==> src/design/ioct_pkg.sv <==
// Shared types and constants for the in-order completion tracker.
`timescale 1ns / 1ps
package ioct_pkg;

   localparam int MAX_RESULTS = 16;
   localparam int RET_CNT_W   = $clog2(MAX_RESULTS + 1);

   localparam logic MODE_RECORD   = 1'b0;
   localparam logic MODE_COMPLETE = 1'b1;

   typedef logic [2:0] status_type;

   localparam status_type ST_RECORDED = 3'd0;
   localparam status_type ST_FULL     = 3'd1;
   localparam status_type ST_RETIRED  = 3'd2;
   localparam status_type ST_HELD     = 3'd3;
   localparam status_type ST_UNKNOWN  = 3'd4;

   typedef struct packed {
      logic        mode;
      logic [31:0] seq;
      logic [31:0] next_page;
   } req_type;

   typedef struct packed {
      status_type  status;
      logic [31:0] retired_seq;
      logic [31:0] acked_page;
      logic        empty_res;
      logic        last;
   } rsp_type;

   typedef struct packed {
      logic [31:0] seq;
      logic [31:0] next_page;
   } entry_type;

   typedef enum logic [2:0] {
      S_IDLE,
      S_SCAN,
      S_RET_RD,
      S_RET_OUT,
      S_REPORT
   } state_type;

endpackage

==> src/design/ioct_ram.sv <==
// Generic single-write, single-read RAM with registered read data.
`timescale 1ns / 1ps
module ioct_ram #(
   parameter int WIDTH = 64,
   parameter int DEPTH = 16
) (
   input  logic                     clock,
   input  logic                     wr_en,
   input  logic [$clog2(DEPTH)-1:0] wr_addr,
   input  logic [WIDTH-1:0]         wr_data,
   input  logic                     rd_en,
   input  logic [$clog2(DEPTH)-1:0] rd_addr,
   output logic [WIDTH-1:0]         rd_data
);

   logic [WIDTH-1:0] mem_ff [DEPTH];
   logic [WIDTH-1:0] rd_data_ff;

   always_ff @(posedge clock) begin
      if (wr_en) begin
         mem_ff[wr_addr] <= wr_data;
      end
      if (rd_en) begin
         rd_data_ff <= mem_ff[rd_addr];
      end
   end

   assign rd_data = rd_data_ff;

endmodule

==> src/design/ioct_seq.sv <==
// Sequencer: buffer pointers, done flags, one-entry-per-cycle seq compare and in-order retire.
`timescale 1ns / 1ps
module ioct_seq #(
   parameter int DEPTH = 16
) (
   input  logic                     clock,
   input  logic                     reset,
   input  logic                     start,
   input  ioct_pkg::req_type        req,
   output logic                     idle,
   input  logic                     out_free,
   output logic                     emit_vld,
   output ioct_pkg::rsp_type        emit_data,
   output logic                     ram_we,
   output logic [$clog2(DEPTH)-1:0] ram_waddr,
   output ioct_pkg::entry_type      ram_wdata,
   output logic                     ram_re,
   output logic [$clog2(DEPTH)-1:0] ram_raddr,
   input  ioct_pkg::entry_type      ram_rdata
);
   import ioct_pkg::*;

   localparam int AW = $clog2(DEPTH);
   localparam int CW = $clog2(DEPTH + 1);

   state_type             state_ff, state_in;
   logic [31:0]           seq_ff, seq_in;
   logic [AW-1:0]         head_ff, head_in;
   logic [AW-1:0]         tail_ff, tail_in;
   logic [CW-1:0]         occ_ff, occ_in;
   logic [31:0]           ack_ff, ack_in;
   logic [DEPTH-1:0]      done_ff, done_in;
   logic [AW-1:0]         scan_idx_ff, scan_idx_in;
   logic [CW-1:0]         scan_left_ff, scan_left_in;
   logic                  chk_vld_ff, chk_vld_in;
   logic [AW-1:0]         chk_idx_ff, chk_idx_in;
   logic [RET_CNT_W-1:0]  ret_n_ff, ret_n_in;
   status_type            rep_status_ff, rep_status_in;

   logic          hit;
   logic          miss_end;
   logic          ret_go;
   logic          ret_more;
   logic [AW-1:0] head_nxt;

   function automatic logic [AW-1:0] advance(input logic [AW-1:0] idx);
      advance = (idx == AW'(DEPTH - 1)) ? '0 : idx + AW'(1);
   endfunction

   assign hit      = chk_vld_ff && !done_ff[chk_idx_ff] && (ram_rdata.seq == seq_ff);
   assign miss_end = chk_vld_ff && !hit && (scan_left_ff == '0);
   assign ret_go   = (occ_ff != '0) && done_ff[head_ff] &&
                     (ret_n_ff < RET_CNT_W'(MAX_RESULTS));
   assign head_nxt = advance(head_ff);
   assign ret_more = (occ_ff != CW'(1)) && done_ff[head_nxt] &&
                     (ret_n_ff < RET_CNT_W'(MAX_RESULTS - 1));
   assign idle     = (state_ff == S_IDLE);

   always_comb begin
      state_in = state_ff;
      unique case (state_ff)
         S_IDLE: begin
            if (start && req.mode == MODE_COMPLETE && occ_ff != '0) begin
               state_in = S_SCAN;
            end
         end
         S_SCAN: begin
            if (hit) begin
               state_in = S_RET_RD;
            end else if (miss_end) begin
               state_in = S_REPORT;
            end
         end
         S_RET_RD: begin
            state_in = ret_go ? S_RET_OUT : S_REPORT;
         end
         S_RET_OUT: begin
            if (out_free) begin
               state_in = ret_more ? S_RET_RD : S_IDLE;
            end
         end
         S_REPORT: begin
            if (out_free) begin
               state_in = S_IDLE;
            end
         end
         default: state_in = S_IDLE;
      endcase
   end

   always_comb begin
      seq_in        = seq_ff;
      head_in       = head_ff;
      tail_in       = tail_ff;
      occ_in        = occ_ff;
      ack_in        = ack_ff;
      done_in       = done_ff;
      scan_idx_in   = scan_idx_ff;
      scan_left_in  = scan_left_ff;
      chk_vld_in    = 1'b0;
      chk_idx_in    = chk_idx_ff;
      ret_n_in      = ret_n_ff;
      rep_status_in = rep_status_ff;
      emit_vld      = 1'b0;
      emit_data.status      = ST_RECORDED;
      emit_data.retired_seq = '0;
      emit_data.acked_page  = ack_ff;
      emit_data.empty_res   = (occ_ff == '0);
      emit_data.last        = 1'b1;
      ram_we    = 1'b0;
      ram_waddr = tail_ff;
      ram_wdata.seq       = req.seq;
      ram_wdata.next_page = req.next_page;
      ram_re    = 1'b0;
      ram_raddr = scan_idx_ff;

      unique case (state_ff)
         S_IDLE: begin
            if (start) begin
               seq_in = req.seq;
               if (req.mode == MODE_RECORD) begin
                  emit_vld = 1'b1;
                  if (occ_ff == CW'(DEPTH)) begin
                     emit_data.status = ST_FULL;
                  end else begin
                     ram_we            = 1'b1;
                     done_in[tail_ff]  = 1'b0;
                     tail_in           = advance(tail_ff);
                     occ_in            = occ_ff + CW'(1);
                     emit_data.empty_res = 1'b0;
                  end
               end else if (occ_ff == '0) begin
                  emit_vld         = 1'b1;
                  emit_data.status = ST_UNKNOWN;
               end else begin
                  scan_idx_in  = head_ff;
                  scan_left_in = occ_ff;
               end
            end
         end
         S_SCAN: begin
            if (scan_left_ff != '0) begin
               ram_re       = 1'b1;
               chk_vld_in   = 1'b1;
               chk_idx_in   = scan_idx_ff;
               scan_idx_in  = advance(scan_idx_ff);
               scan_left_in = scan_left_ff - CW'(1);
            end
            if (hit) begin
               done_in[chk_idx_ff] = 1'b1;
               ret_n_in            = '0;
            end else if (miss_end) begin
               rep_status_in = ST_UNKNOWN;
            end
         end
         S_RET_RD: begin
            if (ret_go) begin
               ram_re    = 1'b1;
               ram_raddr = head_ff;
            end else begin
               rep_status_in = ST_HELD;
            end
         end
         S_RET_OUT: begin
            if (out_free) begin
               emit_vld              = 1'b1;
               emit_data.status      = ST_RETIRED;
               emit_data.retired_seq = ram_rdata.seq;
               emit_data.acked_page  = ram_rdata.next_page;
               emit_data.empty_res   = (occ_ff == CW'(1));
               emit_data.last        = !ret_more;
               ack_in                = ram_rdata.next_page;
               done_in[head_ff]      = 1'b0;
               head_in               = head_nxt;
               occ_in                = occ_ff - CW'(1);
               ret_n_in              = ret_n_ff + RET_CNT_W'(1);
            end
         end
         S_REPORT: begin
            if (out_free) begin
               emit_vld         = 1'b1;
               emit_data.status = rep_status_ff;
            end
         end
         default: ;
      endcase
   end

   always_ff @(posedge clock) begin
      if (reset) begin
         state_ff   <= S_IDLE;
         head_ff    <= '0;
         tail_ff    <= '0;
         occ_ff     <= '0;
         ack_ff     <= '0;
         done_ff    <= '0;
         chk_vld_ff <= 1'b0;
      end else begin
         state_ff   <= state_in;
         head_ff    <= head_in;
         tail_ff    <= tail_in;
         occ_ff     <= occ_in;
         ack_ff     <= ack_in;
         done_ff    <= done_in;
         chk_vld_ff <= chk_vld_in;
      end
   end

   always_ff @(posedge clock) begin
      seq_ff        <= seq_in;
      scan_idx_ff   <= scan_idx_in;
      scan_left_ff  <= scan_left_in;
      chk_idx_ff    <= chk_idx_in;
      ret_n_ff      <= ret_n_in;
      rep_status_ff <= rep_status_in;
   end

endmodule

==> src/design/in_order_completion_tracker.sv <==
// Timing: a record, a full drop or a completion on an empty buffer gives its result in the
// cycle after transfer. A completion compares one entry per cycle (entry RAM read, then
// compare); each retired entry then takes an entry RAM read, then a result, and an unknown
// or held result follows the compare through the report state.
// Throughput: one item at a time; the next transfer waits for the sequencer and result reg.
// Reset: head, tail, occupancy, done flags and acked page clear; entry RAM contents are not cleared.
`timescale 1ns / 1ps
module in_order_completion_tracker #(
   parameter int DEPTH = 16
) (
   input  logic              clock,
   input  logic              reset,
   input  logic              req_valid,
   output logic              req_stall,
   input  ioct_pkg::req_type req_data,
   output logic              rsp_valid,
   input  logic              rsp_stall,
   output ioct_pkg::rsp_type rsp_data
);
   import ioct_pkg::*;

   localparam int AW = $clog2(DEPTH);

   logic      rsp_valid_ff, rsp_valid_in;
   rsp_type   rsp_data_ff;
   logic      out_free;
   logic      seq_idle;
   logic      start;
   logic      emit_vld;
   rsp_type   emit_data;
   logic      ram_we;
   logic      ram_re;
   logic [AW-1:0] ram_waddr;
   logic [AW-1:0] ram_raddr;
   entry_type ram_wdata;
   entry_type ram_rdata;

   assign out_free  = !rsp_valid_ff || !rsp_stall;
   assign req_stall = !(seq_idle && out_free);
   assign start     = req_valid && !req_stall;

   ioct_seq #(.DEPTH(DEPTH)) u_seq (
      .clock     (clock),
      .reset     (reset),
      .start     (start),
      .req       (req_data),
      .idle      (seq_idle),
      .out_free  (out_free),
      .emit_vld  (emit_vld),
      .emit_data (emit_data),
      .ram_we    (ram_we),
      .ram_waddr (ram_waddr),
      .ram_wdata (ram_wdata),
      .ram_re    (ram_re),
      .ram_raddr (ram_raddr),
      .ram_rdata (ram_rdata)
   );

   ioct_ram #(.WIDTH($bits(entry_type)), .DEPTH(DEPTH)) u_entry_ram (
      .clock   (clock),
      .wr_en   (ram_we),
      .wr_addr (ram_waddr),
      .wr_data (ram_wdata),
      .rd_en   (ram_re),
      .rd_addr (ram_raddr),
      .rd_data (ram_rdata)
   );

   assign rsp_valid_in = emit_vld || (rsp_valid_ff && rsp_stall);

   always_ff @(posedge clock) begin
      if (reset) begin
         rsp_valid_ff <= 1'b0;
      end else begin
         rsp_valid_ff <= rsp_valid_in;
      end
   end

   always_ff @(posedge clock) begin
      if (emit_vld) begin
         rsp_data_ff <= emit_data;
      end
   end

   assign rsp_valid = rsp_valid_ff;
   assign rsp_data  = rsp_data_ff;

endmodule

==> config.mk <==
export PLATFORM = sky130hd
export DESIGN_NAME = in_order_completion_tracker
export DESIGN_NICKNAME = d
export VERILOG_FILES = /design/src/design/ioct_pkg.sv /design/src/design/ioct_ram.sv /design/src/design/ioct_seq.sv /design/src/design/in_order_completion_tracker.sv
export SDC_FILE = /design/constraint.sdc
export NUM_CORES = 2
export LEC_CHECK = 0
export ABC_AREA = 1
export BUFFER_PORTS_ARGS = -buffer_cell sky130_fd_sc_hd__buf_4
export CAP_MARGIN = 5
export CORE_MARGIN = 2
export CORE_UTILIZATION = 60
export DETAILED_ROUTE_END_ITERATION = 8
export GPL_ROUTABILITY_DRIVEN = 0
export HOLD_SLACK_MARGIN = 0.06
export MAX_ROUTING_LAYER = met4
export PLACE_DENSITY = 0.82
export REMOVE_ABC_BUFFERS = 1
export SYNTH_ARGS = -nofsm -noshare
export SYNTH_HDL_FRONTEND = slang
export SYNTH_HIERARCHICAL = 1
export SYNTH_SLANG_ARGS = --single-unit
==> constraint.sdc <==
create_clock -name clock -period 13.55 [get_ports clock]
set_clock_uncertainty 0.1 [all_clocks]
set_input_delay 2.71 -clock clock [delete_from_list [all_inputs] [get_ports clock]]
set_output_delay 2.71 -clock clock [all_outputs]
set_load 0.02 [all_outputs]
== Word level (Yosys, flattened, before mapping) ==
Memories as Yosys holds them, arrays and structs flattened. A register that Yosys moved wholly into a read port is not among the register bits.
Index checks and enable logic that the tools add are counted.

* Bits in registers: 188
* Bits in writable memories: 1024
* Input port bits: 69
* Output and inout port bits: 71
* Logic and storage cells: 193
* Memories: 1

* Add/subtract/negate cells: 7
* Order comparisons: 9
* Equal/unequal tests: 25
* Muxes and demuxes: 78
* Bitwise operators: 8
* Reduce and logical (&&, ||, !) cells: 46

{| class="wikitable"
|+ Memory list
! memory !! depth !! width !! rd ports !! clocked after Yosys merged registers in !! write ports !! line !! RTL
|-
| u_entry_ram.mem_ff || 16 || 64 || 1 || 1 || 1 || ioct_ram.sv:16 || <nowiki>logic [WIDTH-1:0] mem_ff [DEPTH];</nowiki>
|}

{| class="wikitable"
|+ Operators by type and width
! cell !! number
|-
| 2-to-1 mux 16 bit || 5
|-
| 2-to-1 mux 68 bit || 1
|-
| 2-to-1 mux 5 bit || 10
|-
| one-hot mux 16 bit (3 select lines) || 1
|-
| 2-to-1 mux 3 bit || 12
|-
| 2-to-1 mux 4 bit || 9
|-
| bitwise AND 16 bit || 2
|-
| equality test 32 bit || 1
|-
| 2-to-1 mux 32 bit || 1
|-
| inverter 16 bit || 2
|-
| one-hot mux 5 bit (2 select lines) || 3
|-
| 2-to-1 mux 1 bit || 22
|-
| less-than comparator 4 x 5 -> 1 bit (second input constant) || 4
|-
| logical AND 1 bit || 16
|-
| != test 2 bit (second input constant) || 8
|-
| bitwise OR 16 bit || 1
|-
| one-hot mux 3 bit (5 select lines) || 1
|-
| adder 4 x 1 -> 4 bit (second input constant) || 3
|-
| binary-select mux 1 bit (select 4 bit) || 3
|-
| demux 1 bit (select 4 bit) || 3
|-
| equality test 4 bit (second input constant) || 3
|-
| greater-or-equal comparator 4 x 1 -> 1 bit (second input constant) || 3
|-
| AND reduction 4 bit || 3
|-
| adder 5 x 1 -> 5 bit (second input constant) || 2
|-
| 29 further kinds || 54
|}

== Logic depth before layout (Yosys ltp) ==
* Depth in word-level cells: 11
* Depth in mapped cells: 21
* Gate-level depth less buffers: 17

== Modules after synthesis ==
The synthesis kept the hierarchy.

{| class="wikitable"
|+ Modules (own cells, without submodules)
! module !! instances !! cells an instance !! area each (um^2)
|-
| ioct_ram || 1 || 4210 || 45926.5
|-
| ioct_seq || 1 || 1068 || 7533.5
|-
| in_order_completion_tracker || 1 || 76 || 2123.3
|}

== Worst setup path after synthesis ==
No wires, ideal clock.

* Path type: in2reg
* From: input port rsp_stall
* To: memory u_entry_ram.mem_ff[12][0], enable pin
* Setup time: 0.487 ns
* Data arrival time: 7.941 ns
* Required time: 12.963 ns
* Setup slack: 5.023 ns
* Stages: 9
* Buffers on the path: 0
* Cell sequence: nand2_2 nand2_2 nor2_2 inv_1 nor2_1 nand2_1 nor2_1 nand3_1 nor2_1

* Longest elaborated chain between the ends: 8

{| class="wikitable"
|+ Ends and longest elaborated chain
! element !! line !! RTL
|-
| from (decl) || in_order_completion_tracker.sv:17 || <nowiki>input logic rsp_stall,</nowiki>
|-
| logical NOT 1 bit || in_order_completion_tracker.sv:38 || <nowiki>assign out_free = !rsp_valid_ff || !rsp_stall;</nowiki>
|-
| logical OR 1 bit || in_order_completion_tracker.sv:38 ||
|-
| logical AND 1 bit || in_order_completion_tracker.sv:39 || <nowiki>assign req_stall = !(seq_idle && out_free);</nowiki>
|-
| logical AND 1 bit || in_order_completion_tracker.sv:40 || <nowiki>assign start = req_valid && !req_stall;</nowiki>
|-
| named net start || in_order_completion_tracker.sv:28 || <nowiki>logic start;</nowiki>
|-
| 2-to-1 mux 1 bit || ioct_seq.sv:119 || <nowiki>if (start) begin</nowiki>
|-
| 2-to-1 mux 1 bit || ioct_seq.sv:117 || <nowiki>unique case (state_ff)</nowiki>
|-
| named net ram_we || in_order_completion_tracker.sv:31 || <nowiki>logic ram_we;</nowiki>
|-
| 2-to-1 mux 1 bit || ioct_ram.sv:20 || <nowiki>if (wr_en) begin</nowiki>
|-
| 2-to-1 mux 1 bit (implied by the code) || ioct_ram.sv:21 || <nowiki>mem_ff[wr_addr] <= wr_data;</nowiki>
|-
| to (decl) || ioct_ram.sv:16 ||
|}

The timed path passes the listed nets, and every way through them passes these cells.

== Final worst setup path ==
* From: input port rsp_stall
* To: memory u_entry_ram.mem_ff[5][8], enable pin

* Longest elaborated chain between the ends: 8

{| class="wikitable"
|+ Ends and longest elaborated chain
! element !! line !! RTL
|-
| logical NOT 1 bit || in_order_completion_tracker.sv:38 ||
|-
| logical OR 1 bit || in_order_completion_tracker.sv:38 ||
|-
| named net out_free || in_order_completion_tracker.sv:26 || <nowiki>logic out_free;</nowiki>
|-
| logical AND 1 bit || in_order_completion_tracker.sv:39 ||
|-
| logical AND 1 bit || in_order_completion_tracker.sv:40 ||
|-
| named net start || in_order_completion_tracker.sv:28 ||
|-
| 2-to-1 mux 1 bit || ioct_seq.sv:119 ||
|-
| 2-to-1 mux 1 bit || ioct_seq.sv:117 ||
|-
| named net ram_we || in_order_completion_tracker.sv:31 ||
|-
| 2-to-1 mux 1 bit || ioct_ram.sv:20 ||
|-
| 2-to-1 mux 1 bit (implied by the code) || ioct_ram.sv:21 ||
|}

The timed path passes the listed nets, and every way through them passes these cells.

==> flow_summary.yaml <==
place:
  detailedPlace.worstSlack_ps: 5980
  placed_cells_incl_taps: 6459
  io_port_bufs: 139
  dp_hpwl_um: 75800
  detailed_place.area_um2: 56700
sta:
  final_hold_viol_count: 0
  achievable-frequency_mhz: 143
  worst_slew_pin_slew_ps: 1200
  worst_hold_slack_ps: 369
  grt_setup_unrepaired: "no"
  headroom_to_the_max_slew_limit: 0.199
  timing_max_transition_violations_final: 0
  post-route-min-period_ps: 6980
  final_critical_path_setup_slack_ps: 6570
  post-route-period-util: 0.515
  report.final.setup_viol: 0
floorplanning:
  fp.dieW_um: 308
  ios: 140
  start_util: 0.605
  die_height_um: 308
  core_area_um2: 91800
  floorplan.die_area_um2: 95100
  placementRows: 111
detailed_routing:
  remaining_drc_errors: 0
  post_route_antenna_net_violation_count: 0
  wire_length_after_detailed_routing_um: 137000
  initialDrtViolationCount: 5293
  routed_wire_length_per_instance_um: 20.5
  vias: 38300
  dr_vias_cell: 5.73
  detailedRoute.firstPassIterationCount: 9
logic_synthesis:
  synth.cell_area_um2: 55600
  synth.avg_cell_area_um2: 10.4
  synth_top_family_by_area: "simple AND/OR/NAND/NOR gates"
  post_synth_xor_area_fraction: 0.00205
  synthMuxAreaShare: 0
  synth-seq-cells: 1275
  synth.area.top_cells: "sky130_fd_sc_hd__edfxtp_1, sky130_fd_sc_hd__nand2_1, sky130_fd_sc_hd__nand3_1"
  area_share_of_and_or_nand_nor_cells_after_synthesis: 0.197
  post_synth_top_flop: "sky130_fd_sc_hd__edfxtp_1"
  yosys.area.top_type: "sky130_fd_sc_hd__edfxtp_1"
  netlist-cell-type-count: 45
  cell_count_after_synthesis: 5354
  yosys.area_share.adder: 0.00338
  compound_gate_portion_of_the_synthesized_area: 0.0207
  yosys_top_cell_area_share: 0.653
  yosysWarnings: 6
  asyncSetResetFlopFracSynth: 0
  synth-seq-area-share: 0.677
  edff_count_synth: 1209
clock_tree:
  cts-root-to-sink-buffers: 3
  htreeDepth: 3
  cts_tree: "built"
  post_cts.repair.setup_buffers: 0
  cts_root_buf: "sky130_fd_sc_hd__clkbuf_16"
  clock_insertion_delay_worst_skew_ps: 720
  cts_resized: 0
  cts_hold_buffers: 0
  number_of_clock_buffers_inserted_by_tritoncts: 117
  clock_sinks: 1275
  clock_slew_seen_by_the_registers_of_the_worst_setup_and_hold_paths_ps: 60
finish:
  layout_commonest_cell: "sky130_fd_sc_hd__nand2_1"
  share_of_post_route_cells_with_drive_strength_above_1: 0.0737
  nets: 5419
  final_cells: 6688
  mostFrequentLayoutCells: "sky130_fd_sc_hd__nand2_1, sky130_fd_sc_hd__edfxtp_1, sky130_fd_sc_hd__inv_1"
  flow.area_growth_from_synthesis_pct: 9.02
  seqCellArea_um2: 37600
  nFillCells: 6285
  multi_input_comb_area_um2: 12600
  finalInstanceArea_um2: 60600
worst_setup_path:
  crit_slowest_cell: "sky130_fd_sc_hd__nor2_4"
  critical_path_arrival_ps: 7190
  crit_path_cell_chain: "buf_4 -> nand2_2 -> nand2_2 -> nor2_2 -> inv_1 -> nor2_4 -> nand2_1 -> nor2_1 -> nand3b_1 -> nor2_4 -> buf_4"
  setup.worst_path.class: "primary input to flop"
  crit_path_end_kind: "flop"
  critPathBufInv: 3
  cpPeakStageDelay_ps: 840
  cp_data_required_time_ps: 13770
  crit_path_start_kind: "primary input"
  worstPathMaxFanout: 46
  cpLargestDelayFamily: "simple AND/OR/NAND/NOR gates"
global_route:
  initial_antenna_violation_count: 6
  largest_net_degree_at_the_start_of_global_routing: 236
  grt_pass1_vias: 36800
  grt_pass1_wl_um: 206000
  overflow: 0
  global_route.usage.total: 0.295
power_and_ir_drop:
  power.static_leakage_nw: 25.3
  total_power_mw: 9.01
  irDropWorstVdd_uv: 110
  power_per_cell_area_nw_per_um2: 149
flow_run:
  max_cap_viol_count: 0
run_status:
  outcome: "complete, no violations"
worst_hold_path:
  min_delay_worst_type: "flop to flop"
==> through the flow <==
stage	setup TNS (ps)	util
2_1_floorplan	-2112000	-
3_3_place_gp	0	0.618
3_5_place_dp	0	0.618
4_1_cts	0	0.660
5_1_grt	0	0.660
6_report	0	0.660
==> flip-flops by register name, indices dropped and copies added (netlist names) <==
signal and flops:
u_seq/chk_idx_ff 4, u_seq/rep_status_ff 2, u_seq/head_ff 4, u_seq/ret_n_ff 5
u_entry_ram/mem_ff 1024, u_entry_ram/rd_data 64, u_seq/scan_left_ff 5, u_seq/ack_ff 32
u_seq/ram_waddr 4, rsp_valid 1, u_seq/state_ff 3, u_seq/chk_vld_ff 1
u_seq/occ_ff 5, u_seq/scan_idx_ff 4, rsp_data 69, u_seq/done_ff 16
u_seq/seq_ff 32
==> final timing paths <==
kind                            startpoint                                  to  slack (ps)  cells past startpoint
max                              rsp_stall  u_entry_ram/mem_ff[5][8]$_DFFE_PP_        6570                     11
min           u_seq/ack_ff[9]$_SDFFE_PP0P_        u_seq/ack_ff[9]$_SDFFE_PP0P_         370                      2
max reg2reg  u_seq/head_ff[0]$_SDFFE_PP0P_   u_entry_ram/rd_data[35]$_DFFE_PP_        6960                     17
min reg2reg   u_seq/ack_ff[9]$_SDFFE_PP0P_        u_seq/ack_ff[9]$_SDFFE_PP0P_         370                      2
==> area by class of cell <==
class                      instances  area share
sequential                      1275       0.621
timing repair buffer             178      0.0227
clock buffer                     149      0.0525
clock inverter                    74      0.0115
antenna                            6    0.000248
inverter                         931      0.0583
tap                             1243      0.0257
multi-input combinational       2832       0.208
==> layer usage <==
layer	global-route usage	wire length, um	vias up
li1	-	-	17400
met1	0.381	50900	18100
met2	0.465	65600	2510
met3	0.0497	15900	372
met4	0.127	4790	0
met5	-	0	-
==> cells in the mapped netlist, types with 6 or more instances <==
| cell | number |
|---|---|
| sky130_fd_sc_hd__nand2_1 | 1583 |
| sky130_fd_sc_hd__edfxtp_1 | 1209 |
| sky130_fd_sc_hd__inv_1 | 922 |
| sky130_fd_sc_hd__nand3_1 | 830 |
| sky130_fd_sc_hd__nor2_1 | 148 |
| sky130_fd_sc_hd__buf_2 | 126 |
| sky130_fd_sc_hd__buf_4 | 82 |
| sky130_fd_sc_hd__a21oi_1 | 78 |
| sky130_fd_sc_hd__dfxtp_1 | 66 |
| sky130_fd_sc_hd__o21ai_0 | 54 |
| sky130_fd_sc_hd__buf_6 | 49 |
| sky130_fd_sc_hd__clkbuf_1 | 44 |
| sky130_fd_sc_hd__a211oi_1 | 34 |
| sky130_fd_sc_hd__ha_1 | 15 |
| sky130_fd_sc_hd__nor3_1 | 15 |
| sky130_fd_sc_hd__buf_1 | 14 |
| sky130_fd_sc_hd__nand4_1 | 13 |
| sky130_fd_sc_hd__xnor2_1 | 9 |
| sky130_fd_sc_hd__inv_2 | 6 |
==> report_power, final <==
| group | switching [mW] | leakage (nW) | total, mW | internal [mW] |
|---|---|---|---|---|
| combinational | 0.838 | 11.9 | 1.14 | 0.304 |
| clock | 1.43 | 1.91 | 3.30 | 1.87 |
| sequential | 0.0714 | 11.5 | 4.57 | 4.50 |
| total | 2.34 | 25.3 | 9.01 | 6.67 |
==> worst reg2reg max path, stage by stage, from the launching register on <==
cell and delay [ps]:
sky130_fd_sc_hd__dfxtp_1 710, sky130_fd_sc_hd__inv_1 420, sky130_fd_sc_hd__a21oi_1 220, sky130_fd_sc_hd__o21ai_0 100, sky130_fd_sc_hd__nand2_1 80, sky130_fd_sc_hd__nand2_1 40, sky130_fd_sc_hd__nand4_1 100, sky130_fd_sc_hd__nand3_1 520
sky130_fd_sc_hd__nand2_1 320, sky130_fd_sc_hd__o21ai_4 70, sky130_fd_sc_hd__buf_4 410, sky130_fd_sc_hd__inv_8 730, sky130_fd_sc_hd__buf_4 1050, sky130_fd_sc_hd__buf_4 860, sky130_fd_sc_hd__nand3_1 260, sky130_fd_sc_hd__nand3_1 180
sky130_fd_sc_hd__nand3_1 140, sky130_fd_sc_hd__nand2_1 140
==> cells by family after synthesis <==
kind of cell    count (synthesis)
buf+inv                      1247
flops                        1275
xor+xnor                       13
fa+ha+maj                      15
compound gates                195
simple gates                 2609
Note: power is estimated with default switching activity, not from simulation.
